[src/rtl/wfhv_pkg.sv]
// ----------------------------------------------------------------------------
// wfhv_pkg: shared definitions of the frame header validator
// Widths, codes, the per-frame record that the capture side hands to the
// checking side, and the queue status group.
// ----------------------------------------------------------------------------
`default_nettype none

package wfhv_pkg;

  localparam int LENGTH_BITS = 13;
  localparam int TOTAL_W     = 13;
  localparam int MAX_LEN_W   = 13;
  localparam int CMP_W       = (LENGTH_BITS > MAX_LEN_W) ? LENGTH_BITS : MAX_LEN_W;
  localparam int FLAGS_W     = 17;

  localparam logic [LENGTH_BITS-1:0] COUNT_TOP = {LENGTH_BITS{1'b1}};

  localparam int QUEUE_DEPTH = 4;
  localparam int QPTR_W      = $clog2(QUEUE_DEPTH);
  localparam int QCNT_W      = $clog2(QUEUE_DEPTH + 1);

  localparam int APB_ADDR_W  = 3;
  localparam int APB_DATA_W  = 32;
  localparam logic           CFG_IDX_MAX_LEN = 1'b0;
  localparam logic [MAX_LEN_W-1:0] MAX_LEN_RESET = MAX_LEN_W'(2346);

  localparam logic [2:0] VERDICT_OK       = 3'd0;
  localparam logic [2:0] VERDICT_OVERSIZE = 3'd1;
  localparam logic [2:0] VERDICT_RUNT     = 3'd2;
  localparam logic [2:0] VERDICT_VERSION  = 3'd3;
  localparam logic [2:0] VERDICT_RSVD     = 3'd4;
  localparam logic [2:0] VERDICT_SHORT    = 3'd5;

  localparam logic [1:0] KIND_MGMT = 2'd0;
  localparam logic [1:0] KIND_CTRL = 2'd1;
  localparam logic [1:0] KIND_DATA = 2'd2;
  localparam logic [1:0] KIND_RSVD = 2'd3;

  localparam logic [3:0] MST_ASSOC_REQ    = 4'd0;
  localparam logic [3:0] MST_ASSOC_RESP   = 4'd1;
  localparam logic [3:0] MST_REASSOC_REQ  = 4'd2;
  localparam logic [3:0] MST_REASSOC_RESP = 4'd3;
  localparam logic [3:0] MST_PROBE_REQ    = 4'd4;
  localparam logic [3:0] MST_PROBE_RESP   = 4'd5;
  localparam logic [3:0] MST_BEACON       = 4'd8;
  localparam logic [3:0] MST_ATIM         = 4'd9;
  localparam logic [3:0] MST_DISASSOC     = 4'd10;
  localparam logic [3:0] MST_AUTH         = 4'd11;
  localparam logic [3:0] MST_DEAUTH       = 4'd12;
  localparam logic [3:0] MST_ACTION       = 4'd13;

  localparam logic [3:0] CST_BAR         = 4'd8;
  localparam logic [3:0] CST_BA          = 4'd9;
  localparam logic [3:0] CST_RTS         = 4'd11;
  localparam logic [3:0] CST_CTS         = 4'd12;
  localparam logic [3:0] CST_ACK         = 4'd13;
  localparam logic [3:0] CST_CF_END      = 4'd14;
  localparam logic [3:0] CST_CF_END_ACK  = 4'd15;

  localparam int FLG_BCN_INT      = 0;
  localparam int FLG_AUTH_ALG     = 1;
  localparam int FLG_AUTH_SEQ     = 2;
  localparam int FLG_REASON       = 3;
  localparam int FLG_LISTEN       = 4;
  localparam int FLG_AID          = 5;
  localparam int FLG_ACT_CAT      = 6;
  localparam int FLG_MGMT_ST      = 7;
  localparam int FLG_MGMT_DS      = 8;
  localparam int FLG_RTS_DUR      = 9;
  localparam int FLG_CTS_DUR      = 10;
  localparam int FLG_CTRL_ST      = 11;
  localparam int FLG_CTRL_DS      = 12;
  localparam int FLG_CTRL_RTY     = 13;
  localparam int FLG_NO_PAYLOAD   = 14;
  localparam int FLG_NULL_PAYLOAD = 15;
  localparam int FLG_FRAG         = 16;

  typedef struct packed {
    logic [LENGTH_BITS-1:0] len;
    logic [7:0]             fc0;
    logic [7:0]             fc1;
    logic [15:0]            dur;
    logic [15:0]            seq;
    logic [3:0][15:0]       body;
  } frame_rec_t;

  typedef struct packed {
    logic full;
    logic empty;
  } queue_stat_t;

endpackage

`default_nettype wire

[src/rtl/wfhv_front.sv]
// ----------------------------------------------------------------------------
// wfhv_front: byte capture
// Counts frame bytes and captures the header words; on the last byte it
// pushes one frame record into the queue and clears for the next frame.
// ----------------------------------------------------------------------------
`default_nettype none

module wfhv_front (
  input  wire                      clk,
  input  wire                      rst_n,
  input  wire                      in_valid,
  input  wire  [7:0]               in_data_byte,
  input  wire                      in_last_byte,
  output logic                     in_stall,
  input  wfhv_pkg::queue_stat_t    q_stat,
  output logic                     push,
  output wfhv_pkg::frame_rec_t     push_rec
);
  import wfhv_pkg::*;

  frame_rec_t cur_r;
  frame_rec_t cur_nxt;
  logic       accept;

  function automatic logic [15:0] put_word(input logic [15:0] w,
                                           input logic [LENGTH_BITS-1:0] pos,
                                           input logic [LENGTH_BITS-1:0] base,
                                           input logic [7:0] b);
    logic [15:0] r;
    r = w;
    if (pos == base) begin
      r[7:0] = b;
    end else if (pos == base + LENGTH_BITS'(1)) begin
      r[15:8] = b;
    end
    return r;
  endfunction

  assign in_stall = q_stat.full;
  assign accept   = in_valid && !in_stall;
  assign push     = accept && in_last_byte;

  always_comb begin
    push_rec = cur_r;
    if (cur_r.len == LENGTH_BITS'(0)) begin
      push_rec.fc0 = in_data_byte;
    end
    if (cur_r.len == LENGTH_BITS'(1)) begin
      push_rec.fc1 = in_data_byte;
    end
    push_rec.dur     = put_word(cur_r.dur, cur_r.len, LENGTH_BITS'(2), in_data_byte);
    push_rec.seq     = put_word(cur_r.seq, cur_r.len, LENGTH_BITS'(22), in_data_byte);
    push_rec.body[0] = put_word(cur_r.body[0], cur_r.len, LENGTH_BITS'(24), in_data_byte);
    push_rec.body[1] = put_word(cur_r.body[1], cur_r.len, LENGTH_BITS'(26), in_data_byte);
    push_rec.body[2] = put_word(cur_r.body[2], cur_r.len, LENGTH_BITS'(28), in_data_byte);
    push_rec.body[3] = put_word(cur_r.body[3], cur_r.len, LENGTH_BITS'(32), in_data_byte);
    if (cur_r.len != COUNT_TOP) begin
      push_rec.len = cur_r.len + LENGTH_BITS'(1);
    end
  end

  always_comb begin
    cur_nxt = cur_r;
    if (accept) begin
      if (in_last_byte) begin
        cur_nxt = '0;
      end else begin
        cur_nxt = push_rec;
      end
    end
  end

  always_ff @(posedge clk) begin
    if (!rst_n) begin
      cur_r <= '0;
    end else begin
      cur_r <= cur_nxt;
    end
  end

endmodule

`default_nettype wire

[src/rtl/wfhv_queue.sv]
// ----------------------------------------------------------------------------
// wfhv_queue: frame record queue
// A short register queue between capture and checking, so that a stalled
// result side does not stop byte intake until the queue fills.
// ----------------------------------------------------------------------------
`default_nettype none

module wfhv_queue (
  input  wire                      clk,
  input  wire                      rst_n,
  input  wire                      push,
  input  wfhv_pkg::frame_rec_t     push_rec,
  input  wire                      pop,
  output wfhv_pkg::frame_rec_t     head_rec,
  output wfhv_pkg::queue_stat_t    q_stat
);
  import wfhv_pkg::*;

  frame_rec_t        mem_r [QUEUE_DEPTH];
  logic [QPTR_W-1:0] wr_ptr_r, wr_ptr_nxt;
  logic [QPTR_W-1:0] rd_ptr_r, rd_ptr_nxt;
  logic [QCNT_W-1:0] cnt_r, cnt_nxt;

  function automatic logic [QPTR_W-1:0] bump(input logic [QPTR_W-1:0] p);
    return (p == QPTR_W'(QUEUE_DEPTH - 1)) ? '0 : p + QPTR_W'(1);
  endfunction

  assign head_rec     = mem_r[rd_ptr_r];
  assign q_stat.full  = (cnt_r == QCNT_W'(QUEUE_DEPTH));
  assign q_stat.empty = (cnt_r == '0);

  always_comb begin
    wr_ptr_nxt = push ? bump(wr_ptr_r) : wr_ptr_r;
    rd_ptr_nxt = pop ? bump(rd_ptr_r) : rd_ptr_r;
    cnt_nxt    = cnt_r;
    if (push && !pop) begin
      cnt_nxt = cnt_r + QCNT_W'(1);
    end else if (pop && !push) begin
      cnt_nxt = cnt_r - QCNT_W'(1);
    end
  end

  always_ff @(posedge clk) begin
    if (!rst_n) begin
      wr_ptr_r <= '0;
      rd_ptr_r <= '0;
      cnt_r    <= '0;
    end else begin
      wr_ptr_r <= wr_ptr_nxt;
      rd_ptr_r <= rd_ptr_nxt;
      cnt_r    <= cnt_nxt;
    end
  end

  always_ff @(posedge clk) begin
    if (push) begin
      mem_r[wr_ptr_r] <= push_rec;
    end
  end

endmodule

`default_nettype wire

[src/rtl/wfhv_back.sv]
// ----------------------------------------------------------------------------
// wfhv_back: frame checks
// Takes a frame record from the queue, runs the length, version, type and
// subtype checks and the warning checks, and holds the verdict in the
// output register until it is taken.
// ----------------------------------------------------------------------------
`default_nettype none

module wfhv_back (
  input  wire                            clk,
  input  wire                            rst_n,
  input  wfhv_pkg::frame_rec_t           head_rec,
  input  wfhv_pkg::queue_stat_t          q_stat,
  output logic                           pop,
  input  wire  [wfhv_pkg::MAX_LEN_W-1:0] max_frame_len,
  output logic                           out_valid,
  input  wire                            out_stall,
  output logic [2:0]                     out_verdict,
  output logic [1:0]                     out_frame_kind,
  output logic [3:0]                     out_frame_subkind,
  output logic [wfhv_pkg::TOTAL_W-1:0]   out_byte_total,
  output logic [wfhv_pkg::FLAGS_W-1:0]   out_warning_flags
);
  import wfhv_pkg::*;

  logic                   out_valid_r, out_valid_nxt;
  logic [2:0]             verdict_r;
  logic [1:0]             kind_r;
  logic [3:0]             subkind_r;
  logic [TOTAL_W-1:0]     total_r;
  logic [FLAGS_W-1:0]     flags_r;

  logic [1:0]             kind;
  logic [3:0]             st;
  logic [7:0]             fc1;
  logic [LENGTH_BITS-1:0] len;
  logic [5:0]             min_len;
  logic [5:0]             dmin;
  logic [2:0]             verdict;
  logic [FLAGS_W-1:0]     flags;
  logic [7:0]             cat;

  function automatic logic [5:0] mgmt_min(input logic [3:0] s);
    logic [5:0] m;
    unique case (s)
      MST_ASSOC_REQ, MST_REASSOC_REQ:                m = 6'd28;
      MST_ASSOC_RESP, MST_REASSOC_RESP, MST_AUTH:    m = 6'd30;
      MST_PROBE_RESP, MST_BEACON:                    m = 6'd36;
      MST_DISASSOC, MST_DEAUTH, MST_ACTION:          m = 6'd26;
      default:                                       m = 6'd24;
    endcase
    return m;
  endfunction

  function automatic logic [5:0] ctrl_min(input logic [3:0] s);
    logic [5:0] m;
    unique case (s)
      CST_RTS, CST_CF_END, CST_CF_END_ACK: m = 6'd16;
      CST_BAR:                             m = 6'd20;
      CST_BA:                              m = 6'd24;
      default:                             m = 6'd10;
    endcase
    return m;
  endfunction

  function automatic logic [5:0] data_min(input logic [3:0] s, input logic [7:0] f1);
    logic [5:0] m;
    m = 6'd24;
    if (s[3]) begin
      m = m + 6'd2;
    end
    if (f1[1:0] == 2'b11) begin
      m = m + 6'd6;
    end
    if (s[3] && f1[7]) begin
      m = m + 6'd4;
    end
    return m;
  endfunction

  assign kind = head_rec.fc0[3:2];
  assign st   = head_rec.fc0[7:4];
  assign fc1  = head_rec.fc1;
  assign len  = head_rec.len;
  assign dmin = data_min(st, fc1);
  assign cat  = head_rec.body[0][7:0];

  always_comb begin
    unique case (kind)
      KIND_MGMT: min_len = mgmt_min(st);
      KIND_CTRL: min_len = ctrl_min(st);
      default:   min_len = dmin;
    endcase
  end

  always_comb begin
    priority if (CMP_W'(len) > CMP_W'(max_frame_len)) begin
      verdict = VERDICT_OVERSIZE;
    end else if (len < LENGTH_BITS'(10)) begin
      verdict = VERDICT_RUNT;
    end else if (head_rec.fc0[1:0] != 2'b00) begin
      verdict = VERDICT_VERSION;
    end else if (kind == KIND_RSVD) begin
      verdict = VERDICT_RSVD;
    end else if (len < LENGTH_BITS'(min_len)) begin
      verdict = VERDICT_SHORT;
    end else begin
      verdict = VERDICT_OK;
    end
  end

  always_comb begin
    flags = '0;
    unique case (kind)
      KIND_MGMT: begin
        unique case (st)
          MST_PROBE_RESP, MST_BEACON: begin
            flags[FLG_BCN_INT] = (head_rec.body[3] == 16'd0);
          end
          MST_AUTH: begin
            flags[FLG_AUTH_ALG] = (head_rec.body[0] > 16'd3);
            flags[FLG_AUTH_SEQ] = (head_rec.body[1] == 16'd0) || (head_rec.body[1] > 16'd4);
          end
          MST_DISASSOC, MST_DEAUTH: begin
            flags[FLG_REASON] = (head_rec.body[0] == 16'd0) || (head_rec.body[0] > 16'd65);
          end
          MST_ASSOC_REQ, MST_REASSOC_REQ: begin
            flags[FLG_LISTEN] = (head_rec.body[1] == 16'd0);
          end
          MST_ASSOC_RESP, MST_REASSOC_RESP: begin
            flags[FLG_AID] = (head_rec.body[2][15:14] != 2'b11);
          end
          MST_ACTION: begin
            flags[FLG_ACT_CAT] = (cat > 8'd127) && (cat < 8'd221);
          end
          MST_PROBE_REQ, MST_ATIM: begin
          end
          default: begin
            flags[FLG_MGMT_ST] = 1'b1;
          end
        endcase
        flags[FLG_MGMT_DS] = (fc1[1:0] != 2'b00);
      end
      KIND_CTRL: begin
        unique case (st)
          CST_RTS: begin
            flags[FLG_RTS_DUR] = (head_rec.dur == 16'd0) || head_rec.dur[15];
          end
          CST_CTS: begin
            flags[FLG_CTS_DUR] = head_rec.dur[15];
          end
          CST_BAR, CST_BA, CST_ACK, CST_CF_END, CST_CF_END_ACK: begin
          end
          default: begin
            flags[FLG_CTRL_ST] = 1'b1;
          end
        endcase
        flags[FLG_CTRL_DS]  = (fc1[1:0] != 2'b00);
        flags[FLG_CTRL_RTY] = (fc1[3:2] != 2'b00);
      end
      default: begin
        if (!st[2]) begin
          flags[FLG_NO_PAYLOAD] = (len <= LENGTH_BITS'(dmin));
        end else begin
          flags[FLG_NULL_PAYLOAD] = (len > LENGTH_BITS'(dmin));
        end
        flags[FLG_FRAG] = (head_rec.seq[3:0] != 4'd0) && !fc1[2];
      end
    endcase
    if (verdict != VERDICT_OK) begin
      flags = '0;
    end
  end

  assign pop = !q_stat.empty && (!out_valid_r || !out_stall);

  always_comb begin
    out_valid_nxt = out_valid_r;
    if (pop) begin
      out_valid_nxt = 1'b1;
    end else if (!out_stall) begin
      out_valid_nxt = 1'b0;
    end
  end

  always_ff @(posedge clk) begin
    if (!rst_n) begin
      out_valid_r <= 1'b0;
    end else begin
      out_valid_r <= out_valid_nxt;
    end
  end

  always_ff @(posedge clk) begin
    if (pop) begin
      verdict_r <= verdict;
      kind_r    <= kind;
      subkind_r <= st;
      total_r   <= TOTAL_W'(len);
      flags_r   <= flags;
    end
  end

  assign out_valid         = out_valid_r;
  assign out_verdict       = verdict_r;
  assign out_frame_kind    = kind_r;
  assign out_frame_subkind = subkind_r;
  assign out_byte_total    = total_r;
  assign out_warning_flags = flags_r;

endmodule

`default_nettype wire

[src/rtl/wifi_frame_header_validator_top.sv]
// ----------------------------------------------------------------------------
// wifi_frame_header_validator_top: 802.11 MAC header checker
// Frame bytes come in one per transfer; one verdict transfer leaves per
// frame. Holds the maximum frame length register behind an APB port.
// ----------------------------------------------------------------------------
//
//   Channel   Ports                                     Moves
//   input     in_valid/in_stall, in_data_byte,          one frame byte
//             in_last_byte
//   result    out_valid/out_stall, out_verdict, ...     one verdict per frame
//   config    psel/penable/pwrite/paddr/pwdata/prdata   max_frame_len at 0x0
//
// One byte is taken every cycle while in_stall is low. A verdict is valid once
// the frame's record is popped from the queue while the result side is free.
// Up to four finished frames wait in the queue; with it full, in_stall rises.
// Reset is synchronous and active low; it clears the capture state, the queue
// and the output valid, and sets max_frame_len to 2346.
// ----------------------------------------------------------------------------
`default_nettype none

module wifi_frame_header_validator_top (
  input  wire                              clk,
  input  wire                              rst_n,
  input  wire                              in_valid,
  output logic                             in_stall,
  input  wire  [7:0]                       in_data_byte,
  input  wire                              in_last_byte,
  output logic                             out_valid,
  input  wire                              out_stall,
  output logic [2:0]                       out_verdict,
  output logic [1:0]                       out_frame_kind,
  output logic [3:0]                       out_frame_subkind,
  output logic [wfhv_pkg::TOTAL_W-1:0]     out_byte_total,
  output logic [wfhv_pkg::FLAGS_W-1:0]     out_warning_flags,
  input  wire                              psel,
  input  wire                              penable,
  input  wire                              pwrite,
  input  wire  [wfhv_pkg::APB_ADDR_W-1:0]  paddr,
  input  wire  [wfhv_pkg::APB_DATA_W-1:0]  pwdata,
  output logic [wfhv_pkg::APB_DATA_W-1:0]  prdata,
  output logic                             pready
);
  import wfhv_pkg::*;

  logic [MAX_LEN_W-1:0] max_len_r, max_len_nxt;
  logic                 cfg_wr;
  logic                 cfg_idx;
  logic                 push;
  logic                 pop;
  frame_rec_t           push_rec;
  frame_rec_t           head_rec;
  queue_stat_t          q_stat;

  assign pready  = 1'b1;
  assign cfg_idx = paddr[2];
  assign cfg_wr  = psel && penable && pwrite && pready;

  always_comb begin
    max_len_nxt = max_len_r;
    if (cfg_wr && (cfg_idx == CFG_IDX_MAX_LEN)) begin
      max_len_nxt = pwdata[MAX_LEN_W-1:0];
    end
  end

  always_ff @(posedge clk) begin
    if (!rst_n) begin
      max_len_r <= MAX_LEN_RESET;
    end else begin
      max_len_r <= max_len_nxt;
    end
  end

  assign prdata = (cfg_idx == CFG_IDX_MAX_LEN) ? APB_DATA_W'(max_len_r) : '0;

  wfhv_front u_front (
    .clk          (clk),
    .rst_n        (rst_n),
    .in_valid     (in_valid),
    .in_data_byte (in_data_byte),
    .in_last_byte (in_last_byte),
    .in_stall     (in_stall),
    .q_stat       (q_stat),
    .push         (push),
    .push_rec     (push_rec)
  );

  wfhv_queue u_queue (
    .clk      (clk),
    .rst_n    (rst_n),
    .push     (push),
    .push_rec (push_rec),
    .pop      (pop),
    .head_rec (head_rec),
    .q_stat   (q_stat)
  );

  wfhv_back u_back (
    .clk               (clk),
    .rst_n             (rst_n),
    .head_rec          (head_rec),
    .q_stat            (q_stat),
    .pop               (pop),
    .max_frame_len     (max_len_r),
    .out_valid         (out_valid),
    .out_stall         (out_stall),
    .out_verdict       (out_verdict),
    .out_frame_kind    (out_frame_kind),
    .out_frame_subkind (out_frame_subkind),
    .out_byte_total    (out_byte_total),
    .out_warning_flags (out_warning_flags)
  );

  a_flags_only_ok: assert property (@(posedge clk) disable iff (!rst_n)
    (out_valid && (out_verdict != VERDICT_OK)) |-> (out_warning_flags == '0))
    else $error("warning flags set on a rejected frame");

  a_queue_stat: assert property (@(posedge clk) disable iff (!rst_n)
    !(q_stat.full && q_stat.empty))
    else $error("queue reports full and empty at once");

  a_no_push_full: assert property (@(posedge clk) disable iff (!rst_n)
    q_stat.full |-> !push)
    else $error("frame record pushed into a full queue");

  a_pop_loads_out: assert property (@(posedge clk) disable iff (!rst_n)
    pop |=> out_valid)
    else $error("popped frame record did not reach the output register");

endmodule

`default_nettype wire
[config.mk]
export PLATFORM = sky130hd
export DESIGN_NAME = wifi_frame_header_validator_top
export DESIGN_NICKNAME = d
export VERILOG_FILES = /design/src/rtl/wfhv_pkg.sv /design/src/rtl/wfhv_front.sv /design/src/rtl/wfhv_queue.sv /design/src/rtl/wfhv_back.sv /design/src/rtl/wifi_frame_header_validator_top.sv
export SDC_FILE = /design/constraint.sdc
export NUM_CORES = 1
export LEC_CHECK = 0
export ABC_AREA = 1
export BUFFER_PORTS_ARGS = -buffer_cell sky130_fd_sc_hd__buf_2
export CAP_MARGIN = 15
export CORE_AREA = 2 2 201 223
export CTS_BUF_LIST = sky130_fd_sc_hd__clkbuf_16
export DETAILED_ROUTE_END_ITERATION = 7
export DIE_AREA = 0 0 203 225
export PLACE_DENSITY = 0.67
export SLEW_MARGIN = 20
export SYNTH_ARGS = -nofsm -noshare
export SYNTH_HDL_FRONTEND = slang
export SYNTH_SLANG_ARGS = --single-unit
[constraint.sdc]
create_clock -name clk -period 6.8 [get_ports clk]
set_input_delay 0.68 -clock clk [delete_from_list [all_inputs] [get_ports clk]]
set_output_delay 0.68 -clock clk [all_outputs]
set_load 0.02 [all_outputs]
# == Word-level counts from Yosys, hierarchy flattened ==
# Memories as Yosys holds them, arrays and structs flattened. A register that Yosys moved wholly into a read port is not among the register bits.
# Cells that the tools add are included.
# word_totals
register_bits,185
ramBits,500
rom_bits,80
out_inout_bits,74
mem_count,2
# classes
n_eq_ne,35
bitwise,11
n_reduce_logical,56
order_cmp,10
addsub,7
n_mux,45
# mem_list
memory,depth,width,rd,rd_ports_with_merged_regs,wr,line,text
u_queue.mem_r,4,125,1,1,1,wfhv_queue.sv:19,frame_rec_t mem_r [QUEUE_DEPTH];
(no name shown),16,5,1,0,0,wfhv_back.sv:45,unique case (s)
# op_table
operator,count
2-to-1 mux 8 bit,20
2-to-1 mux 125 bit,1
equality test 13 x 5 -> 1 bit (second input constant),8
zero test 16 bit,4
equality test 4 bit (second input constant),8
OR reduction 3 bit,10
equality test 13 x 2 -> 1 bit (second input constant),2
equality test 13 x 6 -> 1 bit (second input constant),2
2-to-1 mux 13 bit,2
2-to-1 mux 3 bit,7
greater-than comparator 16 x 2 -> 1 bit (second input constant),1
greater-than comparator 16 x 3 -> 1 bit (second input constant),1
greater-than comparator 16 x 7 -> 1 bit (second input constant),1
one-hot mux 5 bit (3 select lines),1
adder 13 x 1 -> 13 bit (second input constant),1
equality test 13 x 1 -> 1 bit (second input constant),1
greater-than comparator 13 bit,1
greater-than comparator 13 x 6 -> 1 bit,1
<= comparator 13 x 6 -> 1 bit,1
zero test 13 bit,1
< comparator 13 x 4 -> 1 bit (second input constant),1
< comparator 13 x 6 -> 1 bit,1
inequality test 13 bit (second input constant),1
2-to-1 mux 6 bit,2
32 further kinds,85

# == Depth between registers and ports, before layout ==
# Gate-level depths: netlist (run 1).
# depth
depth_word,14
depth_mapped,25
depth_no_buf,24

# == Cells and area by module ==
# From an unflattened synthesis (run 1), not the netlist that was laid out.
# hier_totals
cells_unflattened,2746
hier_area_um2,29221.8
# modules_own_cells
mod,instances,cells_each,area_per_inst_um2,seq_area_each_um2
wfhv_queue,1,1268,19010.7,15194.6
wfhv_front,1,1060,6731.5,2502.4
wfhv_back,1,290,2662.6,1191.1
wifi_frame_header_validator_top,1,128,817.0,260.2

# == Worst setup path before layout (run 1) ==
# No wires, ideal clock.
# synth_timing
path_type,input port to flip-flop
startpoint,input in_valid
endpoint,"memory u_queue.mem_r[0][0] (netlist bit), enable pin"
path_buffers,0
setup_ns,0.552
setup_slack_ns,1.153
stages,4
required_time_ns,6.248
arrival_time_ns,5.095
path_cell_list,inv_1 -> nor2_1 -> nand2_1 -> nor2_1
# synth_between
elab_chain_cells,4
# synth_lines
item,line,text
from (decl),wifi_frame_header_validator_top.sv:24,"input wire in_valid,"
logical AND 1 bit,wfhv_front.sv:40,assign accept = in_valid && !in_stall;
logical AND 1 bit,wfhv_front.sv:41,assign push = accept && in_last_byte;
2-to-1 mux 1 bit,wfhv_queue.sv:56,if (push) begin
2-to-1 mux 1 bit (not written as such),wfhv_queue.sv:57,mem_r[wr_ptr_r] <= push_rec;
to (decl),wfhv_queue.sv:19,
# No other way between the ends.

==> results of run 1 <==
[routing by layer]
layer | global-route usage, % | up-vias | wire (µm)
li1 | - | 6635 | -
met1 | 24.6 | 6544 | 18600
met2 | 33.9 | 360 | 21700
met3 | 3.83 | 78 | 2670
met4 | 6.48 | 0 | 1220
met5 | 0 | - | 0
[per-stage QoR]
step                      total power, mW  cell area, µm²  instances  setup slack, ns  util [%]
after floorplan                      5.70           21600       1854             1.15         -
after global placement               6.22           22500       2433             2.66      52.1
after detailed placement             6.28           22500       2433             2.61      52.1
after CTS                            9.03           24100       2531             2.60      55.9
after global routing                 9.43           24100       2532             2.13      55.9
final                                8.96           24100       2532             2.65      55.9
[worst paths after layout]
check,startpoint,end,slack (ns),cells past startpoint
setup / recovery,register,u_back.out_warning_flags[2],2.65,24
hold / removal,pwdata[8],max_len_r[8],0.31,3
setup reg to reg,register,u_back.out_warning_flags[2],2.65,24
hold reg to reg,u_front.cur_r[65],u_front.cur_r[65],0.46,2
[state kept, by name, summed over array words and instances (netlist names), named ones only]
| signal | flops |
|---|---|
| u_back.out_frame_subkind | 4 |
| u_queue.wr_ptr_r | 2 |
| u_back.out_valid | 1 |
| u_queue.mem_r | 384 |
| u_front.cur_r | 96 |
| max_len_r | 13 |
| u_back.out_byte_total | 13 |
| u_back.out_verdict | 3 |
| u_back.out_warning_flags | 17 |
| u_queue.rd_ptr_r | 2 |
| u_queue.cnt_r | 3 |
| u_back.out_frame_kind | 2 |
[synthesized netlist by cell type (14+ instances only)]
library cell | n | area share [%]
nand2_1 | 421 | 7.3
edfxtp_1 | 423 | 59
nor2_1 | 111 | 1.9
o21ai_0 | 132 | 3.1
nor4_1 | 31 | 0.90
buf_4 | 27 | 0.94
nand4_1 | 15 | 0.44
clkbuf_1 | 42 | 0.73
dfxtp_1 | 119 | 11
buf_2 | 14 | 0.33
ha_1 | 37 | 2.1
a21oi_1 | 141 | 3.3
nor2_2 | 14 | 0.41
inv_1 | 92 | 1.6
nand3_1 | 44 | 1.0
nor3_1 | 38 | 0.88
[cell type report]
class                      count  area [µm²]
clock inverter                44         297
tap                          574         718
inverter                     100         378
sequential                   542       15100
timing repair buffer          97         558
fill                        3508       19000
multi-input combinational   1121        5740
clock buffer                  54        1350
[power by group through the flow]
| stage | combinational (mW) | sequential, mW | clock [mW] |
|---|---|---|---|
| final | 2.25 | 3.95 | 2.76 |
| after global routing | 2.52 | 3.97 | 2.95 |
| after CTS | 2.26 | 3.95 | 2.81 |
| after detailed placement | 2.26 | 4.02 | 0 |
| after global placement | 2.21 | 4.02 | 0 |
| after floorplan | 1.49 | 4.21 | 0 |
[critical path, cell delays in order, from the launching register on]
cell and delay [ns]:
dfxtp_2 0.32, inv_2 0.56, buf_4 0.57, nand2_1 0.10
nand3_1 0.09, nand2_1 0.18, inv_1 0.15, ha_1 0.20
nand3_1 0.09, nand2_1 0.06, nand2_1 0.05, nand2_1 0.10
o21ai_0 0.10, a21boi_0 0.23, ha_1 0.27, nand2_1 0.06
inv_1 0.03, nand2_1 0.05, nand2_1 0.04, nand2_1 0.09
nand3_1 0.07, nand2_1 0.09, nand2_2 0.13, nand4_1 0.16
nor2_1 0.06
[kinds of logic after synthesis]
kind of cell / share of synthesized area [%]
flip-flops: 70.0
AO/OA/AOI/OAI: 8.83
other: 0.0349
AND/OR/NAND/NOR: 14.3
multiplexers: 0.372
buffers and inverters: 3.93
XOR/XNOR: 0.285
adder cells (fa/ha/maj): 2.24
==> results.txt, run 1 <==
* Switching Share: 32.1%
- The number of antenna violations at the first check in global routing came to 0.
* Required time at the endpoint of the critical path: 7.12 ns
* Total of buffers placed on input and output ports: 83
- Wire length of the first global-routing pass: 68900 µm
- Via count of the first global-routing pass: 12957
- The die is 203 µm wide.
- Transition time of the tightest slew-check pin: 1.13 ns
* Initial DRC count: 901
- Yosys mapped the design onto 60 distinct sky130hd cell types.
- After detailed routing, the total wire length is 44100 µm.
* Critical path type: reg2reg
* Antenna cells: 0
- Share of cells above drive strength 1: 11.5%
* Total Nets Final: 2003
* Gate power share: 25.1%
- HPWL after detailed placement: 26300 µm
- Clock tree from TritonCTS: yes
- Data arrives at the worst endpoint at 4.47 ns.
- Average detailed-routed wire length per instance: 17.4 µm
- Total power divided by cell area: 371 mW/mm²
- Proportion of synthesized chip area in sequential cells: 70.0%
- Type of the worst min-delay path: in2reg
- Synthesized area per cell: 11.7 µm²
* Outcome: finished clean
* Shortest clock period the worst path allows after layout: 4.15 ns
* Maximum fanout encountered on the critical timing path: 47
* Reg power frac: 44.1%
* Number of nets still failing antenna checks after routing: 0
- TritonCTS buffer count: 52
* Later-pin clock latency in the skew report: 0.60 ns
- Entering global routing, the biggest net connects 96 pins.
- The hold violation count in the final report is 0.
- Once the floorplan was initialized, standard cells occupied 49.9% of the core.
- Highest Clock Rate: 241 MHz
- IR Drop Worst-Case VDD: 0.000284 V
- After detailed routing, the number of remaining DRC violations is 0.
- Of the total power, the clock network draws 30.8%.
- The worst setup path is launched from a register.
- In the layout the commonest cells are 423 x edfxtp_1, 421 x nand2_1, 141 x a21oi_1.
- From synthesis to final layout, the design area changed by 12.0%.
- Max-cap check violation count: 0
* Share of flip-flops with an asynchronous set or reset after synthesis: 0%
* Vias: 13617
* Headroom to the max-slew limit: 24.7%
- Cell Int Power: 6.08 mW
- Setup repair after global routing missed its margin: no
- Summed over all failing endpoints, the final setup total negative slack is 0 ns.
- The die covers 0.0457 mm².
- Hold repair after CTS inserted 0 buffers.
- Overflow left after global routing: 0
* Post-CTS setup repair buffer count: 0
- The floorplan step set the die height to 225 µm.
- The number of pins with negative max-slew slack in the final report was 0.
- For this run, the number of Yosys warnings is 0.
* Detailed Routing Iterations Pass 1: 5
- Counting every instance in the synthesized netlist gives 1836.
- Of the available clock period, the critical path in the final layout requires 61.1%.
* Most common library cell in the layout ignoring fill and taps: edfxtp_1
* Number of instances resized during post-cts repair: 0
* All-layer global routing usage: 19.5%
- In this run the power spent charging and discharging nets is 2.87 mW.
* Core Footprint: 0.0431 mm²
- For this design the top-level I/O count stands at 125.
- In the routed layout, each cell is associated on average with a via count of 5.38.
- At the end of routability-driven placement, the weighted congestion stood at 0.820.
- Number of sinks handled by clock tree synthesis: 542
- In this run the clock root is driven by a clkbuf_16.
- Post-synth EDFFs: 423
- Synthesized flop and latch total: 542
- CTS built an H-tree with a depth of 2.
- Top FF cell, synth: edfxtp_1
- The clock passes through at most 3 buffers.
* Reg clk slew, reported paths: 0.06 ns
- Post-Route Hold Slack: 0.312 ns
- Final Skew: 0.0168 ns
- STA classifies the critical path endpoint as a register.
- Row count: 80
- The mapped netlist covers 0.0215 mm².
* Static power due to leakage: 8.56 nW
* Number of setup violations in the final report: 0
Power figures use the tool's default switching activity.
==> inputs of run 2 (changes only) <==
==> constraint.sdc (replaced) <==
create_clock -name clk -period 3.9 [get_ports clk]
set_input_delay 0.39 -clock clk [delete_from_list [all_inputs] [get_ports clk]]
set_output_delay 0.39 -clock clk [all_outputs]
set_load 0.02 [all_outputs]
==> results.txt, run 2 (synthesized netlist as in run 1, its figures left out) <==
- The hold path endpoint was max_len_r[8] (unchanged).
* Clock tree from TritonCTS: yes (unchanged)
- Max-cap check violation count: 0 (unchanged)
* Area growth from synthesis to final layout: 12.4% (was 12.0%)
- Critical path type: reg2reg (unchanged)
- Setup crit start kind: register (unchanged)
* Number of stages on the worst setup path: 23 (was 24)
- Number of instances resized during post-cts repair: 0 (unchanged)
- The worst min-delay path class is in2reg (unchanged).
* Crit path arrival time: 3.74 ns (was 4.47 ns)
- The clock latency reported for the late side of the worst-skew pair was 0.59 ns (was 0.60 ns).
- The count of buffer and inverter cells on the critical path is 3 (was 4).
- Antenna cells: 0 (unchanged)
- Register with the most flip-flops: u_queue.mem_r (unchanged)
- The flip-flop count of the largest register after layout came to 384 (unchanged).
- The CTS root buffer was clkbuf_16 (unchanged).
* Highest Clock Rate: 291 MHz (was 241 MHz)
- The number of global-route vias before repair was 13222 (was 12957).
- Gate power share: 25.5% (was 25.1%)
* Clk network pwr share: 30.6% (was 30.8%)
- TritonCTS buffer count: 53 (was 52)
- The post-detailed-route DRC marker count came to 0 (unchanged).
- Critical path's slowest cell: dfxtp_2 (was buf_4)
- Core Footprint: 0.0431 mm² (unchanged)
- Detailed Routing Iterations Pass 1: 5 (unchanged)
* Die Height: 225 µm (unchanged)
- Core Util, Final: 56.2% (was 55.9%)
- Post-CTS setup repair buffer count: 0 (unchanged)
- Number of cells on the worst reg-to-reg path: 23 (was 24)
- The number of top-level design ports was 125 (unchanged).
- Global placement routability congestion: 0.861 (was 0.820)
* Final Skew: 0.0207 ns (was 0.0168 ns)
- The effective utilization at floorplan came to 49.9% (unchanged).
- Max clock buf depth: 3 (unchanged)
- Total Nets Final: 2016 (was 2003)
- Total power divided by cell area: 649 mW/mm² (was 371 mW/mm²)
- The detailed-route vias per instance came to 5.43 (was 5.38).
* Headroom to the max-slew limit: 35.1% (was 24.7%)
* Row count: 80 (unchanged)
- The final global-route overflow total is 0 (unchanged).
- Transition time of the tightest slew-check pin: 0.974 ns (was 1.13 ns)
- The starting DRC count in detailed routing is 903 (was 901).
- The overall power came to 15.7 mW (was 8.96 mW).
* Wire length of the first global-routing pass: 70700 µm (was 68900 µm)
- Cell Int Power: 10.7 mW (was 6.08 mW)
* Average detailed-routed wire length per instance: 17.7 µm (was 17.4 µm)
- Static power due to leakage: 8.55 nW (was 8.56 nW)
- Setup repair after global routing missed its margin: no (unchanged)
- Vias: 13820 (was 13617)
- Post-detailed-routing wire length: 45100 µm (was 44100 µm)
* Most frequent cells in the layout: 423 x edfxtp_1, 421 x nand2_1, 141 x a21oi_1 (unchanged)
* Shortest clock period the worst path allows after layout: 3.43 ns (was 4.15 ns)
- The number of buffers added on ports was 83 (unchanged).
* Final period utilization: 88.1% (was 61.1%)
* Sw power: 5.04 mW (was 2.87 mW)
* Required time at the endpoint of the critical path: 4.21 ns (was 7.12 ns)
* All-layer global routing usage: 20.0% (was 19.5%)
- Share of cells above drive strength 1: 11.5% (about the same)
* Worst hold path cell count: 3 (unchanged)
- The most common cell after layout, fill and taps aside was edfxtp_1 (unchanged).
- The critical path endpoint category is a register (unchanged).
* Fillers: 3552 (was 3508)
- Biggest cell delay along the critical path: 0.39 ns (was 0.57 ns)
- Kind of cell with the highest combined delay on the critical path: simple AND/OR/NAND/NOR gates (unchanged)
- The count of antenna-violating nets left after detailed routing came to 0 (unchanged).
- Total count of hold-check failures in the final report: 0 (unchanged)
- The area occupied by multi-input gates came to 0.00574 mm² (unchanged).
* Largest net degree at the start of global routing: 96 (unchanged)
- Area occupied by registers: 0.0151 mm² (unchanged)
- The count of hold buffers inserted by post-cts repair came to 2 (was 0).
- The critical hold path startpoint is pwdata[8] (unchanged).
* Register-to-register path setup slack: 0.47 ns (was 2.65 ns)
* Most numerous cell on the critical path: nand2_1 (unchanged)
* Number of sinks handled by clock tree synthesis: 542 (unchanged)
* HPWL after detailed placement: 27700 µm (was 26300 µm)
* Crit Reg-Reg Endpoint: u_back.out_warning_flags[2] (unchanged)
- Final max-slew violation count: 0 (unchanged)
- The maximum level of the CTS H-tree came to 2 (unchanged).
* Die Area: 0.0457 mm² (unchanged)
* Horizontal extent of the die: 203 µm (unchanged)
- Reg clk slew, reported paths: 0.06 ns (about the same)
- Outcome: finished clean (unchanged)
* Initial antenna violation count: 0 (unchanged)
- Critical-path cell list: buf_4 > nand2_1 > nand3_1 > nand2_1 > inv_1 > ha_1 > nand3_1 > nand2_1 > nand2_1 > nand2_1 > o21ai_0 > a21boi_0 > ha_1 > nand2_1 > inv_1 > nand2_1 > nand2_1 > nand2_1 > nand3_1 > nand2_1 > nand2_2 > nand4_1 > nor2_1 (was inv_2 > buf_4 > nand2_1 > nand3_1 > nand2_1 > inv_1 > ha_1 > nand3_1 > nand2_1 > nand2_1 > nand2_1 > o21ai_0 > a21boi_0 > ha_1 > nand2_1 > inv_1 > nand2_1 > nand2_1 > nand2_1 > nand3_1 > nand2_1 > nand2_2 > nand4_1 > nor2_1).
- The switching fraction of total power is 32.1% (about the same).
* Reg power frac: 43.9% (was 44.1%)
- IR Drop Worst-Case VDD: 0.000353 V (was 0.000284 V)
- Maximum fanout encountered on the critical timing path: 34 (was 47)
- Number of setup violations in the final report: 0 (unchanged)
[run 2: metrics by stage]
| stage | setup TNS [ns] | setup slack [ns] | instance area [µm²] | cells | hold WS, ns |
|---|---|---|---|---|---|
| 2_1_floorplan | -598.47 | -1.56 | 21600 | 1854 | 0.445 |
| 3_3_place_gp | 0 | 0.484 | 22600 | 2444 | 0.451 |
| 3_5_place_dp | 0 | 0.447 | 22600 | 2444 | 0.455 |
| 4_1_cts | 0 | 0.427 | 24200 | 2544 | 0.0115 |
| 5_1_grt | 0 | 0.154 | 24200 | 2544 | 0.0453 |
| 6_report | 0 | 0.466 | 24200 | 2544 | 0.0392 |
[run 2: cell type report]
type | instances | share of cell area, %
Clock inverter | 45 | 1.27
Multi-Input combinational cell | 1121 | 23.7
Inverter | 100 | 1.56
Timing Repair Buffer | 109 | 2.80
Tap cell | 574 | 2.96
Sequential cell | 542 | 62.3
Clock buffer | 53 | 5.47
[run 2: worst register-to-register path: stages, from the launching register on]
cell,delay (ns)
dfxtp_2,0.39
buf_4,0.37
nand2_1,0.10
nand3_1,0.09
nand2_1,0.14
inv_1,0.14
ha_1,0.23
nand3_1,0.10
nand2_1,0.07
nand2_1,0.04
nand2_1,0.11
o21ai_0,0.10
a21boi_0,0.23
ha_1,0.27
nand2_1,0.06
inv_1,0.04
nand2_1,0.05
nand2_1,0.05
nand2_1,0.08
nand3_1,0.08
nand2_1,0.08
nand2_2,0.12
nand4_1,0.17
nor2_1,0.05
[run 2: how the worst max path moves through the flow]
stage / from / endpoint / slack [ns]
detailed placement: register / u_back.out_warning_flags[2] / 0.45
CTS: register / u_back.out_warning_flags[2] / 0.43
global route: register / u_back.out_warning_flags[2] / 0.15
global placement: register / u_back.out_warning_flags[2] / 0.48
finish: register / u_back.out_warning_flags[2] / 0.47
floorplan: u_queue.cnt_r[0] / u_queue.mem_r[0][0] / -1.56
[run 2: power groups by stage]
stage / clock network, mW / registers [mW] / logic (mW)
floorplan: 0 / 7.34 / 2.59
global placement: 0 / 7.01 / 3.93
detailed placement: 0 / 7.03 / 4.02
CTS: 4.90 / 6.91 / 4.04
global route: 5.12 / 6.94 / 4.51
finish: 4.81 / 6.90 / 4.01
[run 2: metal layers]
metal	routed length [µm]	GRT usage [%]
met5	0	0
met4	1430	7.44
met1	19000	24.9
met2	22200	34.8
met3	2540	3.83
